[config.mk]
export PLATFORM = sky130hd
export DESIGN_NAME = ps2_mouse_packet_decoder_top
export DESIGN_NICKNAME = d
export VERILOG_FILES = /design/src/hdl/ps2md_pkg.sv /design/src/hdl/ps2md_decode.sv /design/src/hdl/ps2_mouse_packet_decoder_top.sv
export SDC_FILE = /design/constraint.sdc
export NUM_CORES = 1
export LEC_CHECK = 0
export ABC_AREA = 1
export BUFFER_PORTS_ARGS = -buffer_cell sky130_fd_sc_hd__buf_2
export CAP_MARGIN = 0
export CORE_ASPECT_RATIO = 0.6
export CORE_MARGIN = 4
export CORE_UTILIZATION = 39
export CTS_CLUSTER_DIAMETER = 150
export DETAILED_ROUTE_END_ITERATION = 12
export PLACE_DENSITY = 0.6
export SKIP_LAST_GASP = 1
export SYNTH_ARGS = -nofsm -noshare
export SYNTH_HDL_FRONTEND = slang
export SYNTH_SLANG_ARGS = --single-unit
[constraint.sdc]
create_clock -name clk -period 4.61 [get_ports clk]
set_input_delay 0.2305 -clock clk [delete_from_list [all_inputs] [get_ports clk]]
set_output_delay 0.2305 -clock clk [all_outputs]
set_load 0.01 [all_outputs]
[src/hdl/ps2md_pkg.sv]
`timescale 1ns / 1ps
// ----------------------------------------------------------------------------
// ps2md_pkg
// Shared types, constants and helpers for the PS/2 mouse packet decoder.
// ----------------------------------------------------------------------------
package ps2md_pkg;

  localparam int unsigned BYTE_W    = 8;
  localparam int unsigned BTN_W     = 3;
  localparam int unsigned MOVE_W    = 8;
  localparam int unsigned WHEEL_W   = 5;
  localparam int unsigned POS_W     = 2;
  localparam int unsigned PKT_DEPTH = 3;

  // bit positions inside byte 0 of a packet
  localparam int unsigned SYNC_BIT   = 3;
  localparam int unsigned X_SIGN_BIT = 4;
  localparam int unsigned Y_SIGN_BIT = 5;

  // byte positions within a packet
  localparam logic [POS_W-1:0] POS_FIRST = 2'd0;
  localparam logic [POS_W-1:0] POS_THIRD = 2'd2;
  localparam logic [POS_W-1:0] POS_WHEEL = 2'd3;

  localparam logic signed [MOVE_W-1:0] SAT_HIGH = 8'sd127;
  localparam logic signed [MOVE_W-1:0] SAT_LOW  = -8'sd127;

  // result word, buttons in the low bits
  typedef struct packed {
    logic signed [WHEEL_W-1:0] wheel_step;
    logic signed [MOVE_W-1:0]  move_y;
    logic signed [MOVE_W-1:0]  move_x;
    logic [BTN_W-1:0]          buttons;
  } ps2md_res_t;

  localparam int unsigned RES_W = $bits(ps2md_res_t);

  // per-byte control decisions from the decoder
  typedef struct packed {
    logic accept_byte;  // byte passes the sync check
    logic advance;      // more bytes to come in this packet
    logic emit;         // packet complete and reportable
  } ps2md_step_t;

  // clamp a 10-bit motion value to +/-127
  function automatic logic signed [MOVE_W-1:0] sat127(input logic signed [9:0] v);
    logic signed [MOVE_W-1:0] r;
    if (v > 10'sd127) begin
      r = SAT_HIGH;
    end else if (v < -10'sd127) begin
      r = SAT_LOW;
    end else begin
      r = v[MOVE_W-1:0];
    end
    return r;
  endfunction

endpackage

[src/hdl/ps2md_decode.sv]
`timescale 1ns / 1ps
// ----------------------------------------------------------------------------
// ps2md_decode
// Per-byte decision and packet decode: sync check, completion, motion and
// wheel extraction, event suppression and saturation.
// ----------------------------------------------------------------------------
module ps2md_decode (
  input  logic [7:0]               data_byte,
  input  logic [1:0]               pos,
  input  logic                     wheel_mode,
  input  logic [2:0]               last_buttons,
  input  logic [7:0]               pkt_b0,
  input  logic [7:0]               pkt_b1,
  input  logic [7:0]               pkt_b2,
  output ps2md_pkg::ps2md_step_t   step,
  output ps2md_pkg::ps2md_res_t    res
);
  import ps2md_pkg::*;

  logic [BYTE_W-1:0]         b2;
  logic signed [9:0]         dx;
  logic signed [9:0]         dy_raw;
  logic signed [9:0]         dy;
  logic signed [WHEEL_W-1:0] wheel;
  logic                      four_byte;
  logic                      sync_ok;
  logic                      advance;
  logic                      idle_pkt;

  // third byte is still on the input when a three-byte packet closes
  assign b2 = (pos == POS_THIRD) ? data_byte : pkt_b2;

  assign sync_ok = (pos != POS_FIRST) || data_byte[SYNC_BIT];
  assign advance = (pos < POS_THIRD) || ((pos == POS_THIRD) && wheel_mode);

  assign dx     = {pkt_b0[X_SIGN_BIT], pkt_b0[X_SIGN_BIT], pkt_b1};
  assign dy_raw = {pkt_b0[Y_SIGN_BIT], pkt_b0[Y_SIGN_BIT], b2};
  assign dy     = -dy_raw;

  // mode dropped mid-packet: fourth byte closes as a plain three-byte packet
  assign four_byte = (pos == POS_WHEEL) && wheel_mode;
  assign wheel = four_byte ? -$signed({data_byte[3], data_byte[3:0]}) : '0;

  assign idle_pkt = (pkt_b0[BTN_W-1:0] == last_buttons) && (dx == 10'sd0)
                    && (dy == 10'sd0) && (wheel == '0);

  assign step.accept_byte = sync_ok;
  assign step.advance     = advance;
  assign step.emit        = sync_ok && !advance && !idle_pkt;

  assign res.buttons    = pkt_b0[BTN_W-1:0];
  assign res.move_x     = sat127(dx);
  assign res.move_y     = sat127(dy);
  assign res.wheel_step = wheel;

endmodule

[src/hdl/ps2_mouse_packet_decoder_top.sv]
`timescale 1ns / 1ps
// ----------------------------------------------------------------------------
// ps2_mouse_packet_decoder_top
// PS/2 mouse stream decoder: gathers 3- or 4-byte packets and emits button,
// motion and wheel events on a stream output.
// ----------------------------------------------------------------------------
// events are registered in out_r, or in the skid word while out_r is stalled
// throughput: one byte per cycle while in_tready is high; the decode is a
//   single pass of logic between the byte handshake and the output register
// a two-word output stage (output register plus skid) keeps in_tready up
//   while one event waits; in_tready is low only when both words are held
// reset (rst_n low, synchronous) clears byte position, last buttons, wheel
//   mode and output valids; stored packet bytes are not cleared
module ps2_mouse_packet_decoder_top (
  input  logic        clk,
  input  logic        rst_n,
  // configuration: bit 0 = wheel_mode
  input  logic        cfg_wr_en,
  input  logic        cfg_wr_data,
  // byte stream in
  input  logic        in_tvalid,
  output logic        in_tready,
  input  logic [7:0]  in_tdata,   // [7:0] data_byte
  // event stream out
  output logic        out_tvalid,
  input  logic        out_tready,
  output logic [23:0] out_tdata   // [2:0] buttons, [10:3] move_x,
                                  // [18:11] move_y, [23:19] wheel_step
);
  import ps2md_pkg::*;

  // packet state
  logic [POS_W-1:0]  pos_r, pos_nxt;
  logic [BTN_W-1:0]  last_btn_r, last_btn_nxt;
  logic              wheel_mode_r;
  logic [BYTE_W-1:0] pkt_r [PKT_DEPTH];

  // output stage
  ps2md_res_t out_r, out_nxt;
  ps2md_res_t skid_r, skid_nxt;
  logic       out_valid_r, out_valid_nxt;
  logic       skid_valid_r, skid_valid_nxt;

  ps2md_step_t step;
  ps2md_res_t  res;
  logic        in_fire;
  logic        res_valid;
  logic        main_free;

  assign in_tready  = !skid_valid_r;
  assign in_fire    = in_tvalid && in_tready;
  assign out_tvalid = out_valid_r;
  assign out_tdata  = out_r;

  ps2md_decode u_decode (
    .data_byte    (in_tdata),
    .pos          (pos_r),
    .wheel_mode   (wheel_mode_r),
    .last_buttons (last_btn_r),
    .pkt_b0       (pkt_r[0]),
    .pkt_b1       (pkt_r[1]),
    .pkt_b2       (pkt_r[2]),
    .step         (step),
    .res          (res)
  );

  assign res_valid = in_fire && step.emit;

  // byte position and last reported buttons
  always_comb begin
    pos_nxt      = pos_r;
    last_btn_nxt = last_btn_r;
    if (in_fire && step.accept_byte) begin
      if (step.advance) begin
        pos_nxt = pos_r + 2'd1;
      end else begin
        pos_nxt = POS_FIRST;  // packet closed
      end
    end
    if (res_valid) begin
      last_btn_nxt = res.buttons;
    end
  end

  // output register with skid word behind it
  assign main_free = !out_valid_r || out_tready;

  always_comb begin
    out_nxt        = out_r;
    out_valid_nxt  = out_valid_r;
    skid_nxt       = skid_r;
    skid_valid_nxt = skid_valid_r;
    if (main_free) begin
      if (skid_valid_r) begin
        // skid drains first; no byte was taken this cycle
        out_nxt        = skid_r;
        out_valid_nxt  = 1'b1;
        skid_valid_nxt = 1'b0;
      end else begin
        out_nxt       = res;
        out_valid_nxt = res_valid;
      end
    end else if (res_valid) begin
      // consumer stalled: park the new event
      skid_nxt       = res;
      skid_valid_nxt = 1'b1;
    end
  end

  always_ff @(posedge clk) begin
    if (!rst_n) begin
      pos_r        <= POS_FIRST;
      last_btn_r   <= '0;
      wheel_mode_r <= 1'b0;
      out_valid_r  <= 1'b0;
      skid_valid_r <= 1'b0;
    end else begin
      pos_r        <= pos_nxt;
      last_btn_r   <= last_btn_nxt;
      out_valid_r  <= out_valid_nxt;
      skid_valid_r <= skid_valid_nxt;
      if (cfg_wr_en) begin
        wheel_mode_r <= cfg_wr_data;
      end
    end
  end

  // payload storage, no reset
  always_ff @(posedge clk) begin
    out_r  <= out_nxt;
    skid_r <= skid_nxt;
    if (in_fire && step.accept_byte && (pos_r != POS_WHEEL)) begin
      pkt_r[pos_r] <= in_tdata;
    end
  end

  // skid word is only ever held behind a full output register
  assert property (@(posedge clk) disable iff (!rst_n)
    skid_valid_r |-> out_valid_r)
    else $error("skid word held with empty output register");

  // skid only fills when the output word is stalled
  assert property (@(posedge clk) disable iff (!rst_n)
    $rose(skid_valid_r) |-> $past(out_valid_r && !out_tready))
    else $error("skid filled while output register was free");

  // saturation never yields -128
  assert property (@(posedge clk) disable iff (!rst_n)
    out_valid_r |-> ((out_r.move_x != 8'h80) && (out_r.move_y != 8'h80)))
    else $error("motion not saturated to +/-127");

  // fourth byte position only reachable through wheel mode
  assert property (@(posedge clk) disable iff (!rst_n)
    ((pos_r == POS_WHEEL) && ($past(pos_r) != POS_WHEEL)) |-> $past(wheel_mode_r))
    else $error("fourth byte position entered without wheel mode");

endmodule

==> flow_summary.toml <==
[outcome]
status = "finished clean"

[yosys]
yosysSeqAreaShare_pct = 62.4
syn_nets = 382
synth-warning-count = 0
post_synth.cell_area_avg_um2 = 9.96
ys_seq_elements = 77
synthCells = 359
ys_types = 31
synth.cell_area_um2 = 3580

[power_and_ir_drop]
p_leak_nw = 1.82
switchingPower_uw = 400
p_per_area_nw_per_um2 = 404
p_int_mw = 1.29
comb_power_share_pct = 10.3
max-vdd-ir-drop_mv = 0.189
clkPwrFrac_pct = 41.7
power_frac_seq_pct = 48.0
switching_share_pct = 23.7

[floorplanning]
fp.dieW_um = 132
std_cell_rows = 26
io_pins = 40
dieHeight_um = 82.2
die_area_um2 = 10800
start_util_pct = 41.0
core-area_um2 = 8720

[final_layout]
syn_to_final_growth_pct = 17.1
drive_above_1_share_pct = 19.4
utilization_pct = 48.0
layout_common_cells = "nand2_1 (119), edfxtp_1 (69), inv_1 (42)"
final_common_cell = "nand2_1"
layout.nets = 426
diodes = 0

[global_routing]
grt_overflow = 0
track_usage_pct = 14.6
grt_pass1_vias = 2332
grt_antenna_before_repair = 0
grt_pass1_wl_um = 11900
grt_start_max_net_pins = 29

[timing]
fin_crit_ns = 3.09
maxSlewViolCount = 0
maxSlewHeadroom_pct = 35.2
fin_tns_setup_ns = 0
rsz0062_at_grt = "false"
post-route-period-util_pct = 67.1
tightest_slew_ns = 0.971
setup_viol = 0
fmax_mhz = 323
finalClockSkew_ns = 0.00341
hold_viol = 0

[clock_tree]
ctsHoldBuffers = 0
root_buffer = "clkbuf_16"
cts.clk_slew.worst_paths_ns = 0.06
post_cts_resized = 0
cts_tree = "done"
cts_buffers = 9
cts_max_level = 3
clock_latency_ns = 0.34
postCtsSetupBuffers = 0
clock_path_buffers = 2
cts_sinks = 77

[placed_design]
gp_congestion = 0.869
dp_hpwl_um = 5380
portBuffers = 39

[worst_hold_path]
hold_class = "input port to register"
hold_depth = 2

[worst_setup_path]
arrival_ns = 3.10
cp.required_ns = 4.62
critPathKind = "register to register"
crit_fanout = 22
start_kind = "register"
end_kind = "register"
r2r_cells = 14

[route]
wirelength_um = 7300
drt_iter0_markers = 195
ant_nets = 0
dr_total_vias = 2460
viasPerCell = 4.73
wire_per_inst_um = 14.0
drc = 0
drtPass1Iterations = 4

[job]
drv_cap = 0
## kinds of logic (layout without fill, tap and decap cells)
group,Yosys count,after routing,share of synthesized area (%)
buffers and inverters,55,104,6.26
DFF,77,77,62.4
AOI/OAI and AO/OA,36,36,5.91
xor gates and xnor gates,2,2,0.490
and+or+nand+nor,180,180,21.8
adders and majority gates,9,9,3.15
## path summary, 6_finish.rpt
kind                          endpoint                  start  slack, ns
max               skid_r[13]$_DFFE_PP_  pos_r[0]$_SDFFE_PN0P_       1.52
min          wheel_mode_r$_SDFFE_PN0P_              cfg_wr_en       0.07
max reg2reg       skid_r[13]$_DFFE_PP_  pos_r[0]$_SDFFE_PN0P_       1.52
min reg2reg       skid_r[10]$_DFFE_PP_  pkt_r[0][4]$_DFFE_PP_       0.45
## metrics by stage
stage | setup WS (ns) | instance area [um^2] | power [mW] | hold WS, ns | instances
final | 1.52 | 4190 | 1.69 | 0.0724 | 520
after global routing | 1.28 | 4190 | 1.76 | 0.0697 | 520
after CTS | 1.52 | 4190 | 1.71 | 0.0602 | 520
after detailed placement | 1.53 | 3880 | 1.00 | 0.424 | 504
after global placement | 1.76 | 3880 | 0.998 | 0.422 | 504
after floorplan | 1.34 | 3580 | 0.942 | 0.324 | 359
## synthesized netlist by cell type (all sizes together)
| master | n | share of area [%] |
|---|---|---|
| o21bai | 1 | 0.21 |
| ha | 9 | 3.1 |
| inv | 47 | 5.0 |
| edfxtp | 69 | 58 |
| buf | 2 | 0.63 |
| nor3 | 2 | 0.28 |
| nand3 | 15 | 2.6 |
| dfxtp | 8 | 4.5 |
| clkbuf | 6 | 0.63 |
| o31ai | 1 | 0.21 |
| a211oi | 2 | 0.42 |
| or2 | 1 | 0.18 |
| o21ai | 15 | 2.5 |
| a31oi | 5 | 0.87 |
| nand2 | 126 | 14 |
| a21oi | 12 | 1.7 |
| nand4 | 5 | 0.87 |
| nor2 | 30 | 3.8 |
| nand3b | 1 | 0.21 |
| xor2 | 2 | 0.49 |
## registers in the layout, indices dropped and copies added, names as in the netlist
signal and flops:
out_tdata 24, wheel_mode_r 1, out_tvalid 1, skid_valid_r 1, skid_r 24, pkt_r 21, pos_r 2, last_btn_r 3
## power by group through the flow
stage	Clock, mW	Combinational, mW	Sequential (mW)
2_1_floorplan	0	0.107	0.835
3_3_place_gp	0	0.173	0.825
3_5_place_dp	0	0.175	0.826
4_1_cts	0.720	0.176	0.811
5_1_grt	0.751	0.200	0.814
6_report	0.704	0.175	0.811
## worst max-delay path, stage by stage, from the launching register on
cell and delay [ns]:
dfxtp_1 0.32, inv_1 0.14, ha_1 0.42, nand2_1 0.11, nand2_1 0.18, ha_1 0.20
inv_1 0.09, nor2_4 0.17, nand4_1 0.11, nand2_1 0.14, nor2_1 0.09, nand3_4 0.12
nand2_2 0.09, nor2_2 0.19, buf_4 0.35
## per-layer routing
metal / GRT usage (%) / routed length (um)
met1: 19.8 / 3610
met2: 21.5 / 2940
met3: 5.33 / 656
met4: 5.66 / 92
met5: 0 / 0
## area by class of cell
cell class              count  area (um^2)
fillers                   855         4530
flip-flops and latches     77         2230
multi-input cells         227         1120
clock buffers              11          243
repair buffers             41          210
inverters                  47          179
well taps                 112          140
clock inverters             5         60.1
Note: power is estimated with default switching activity, not from simulation.
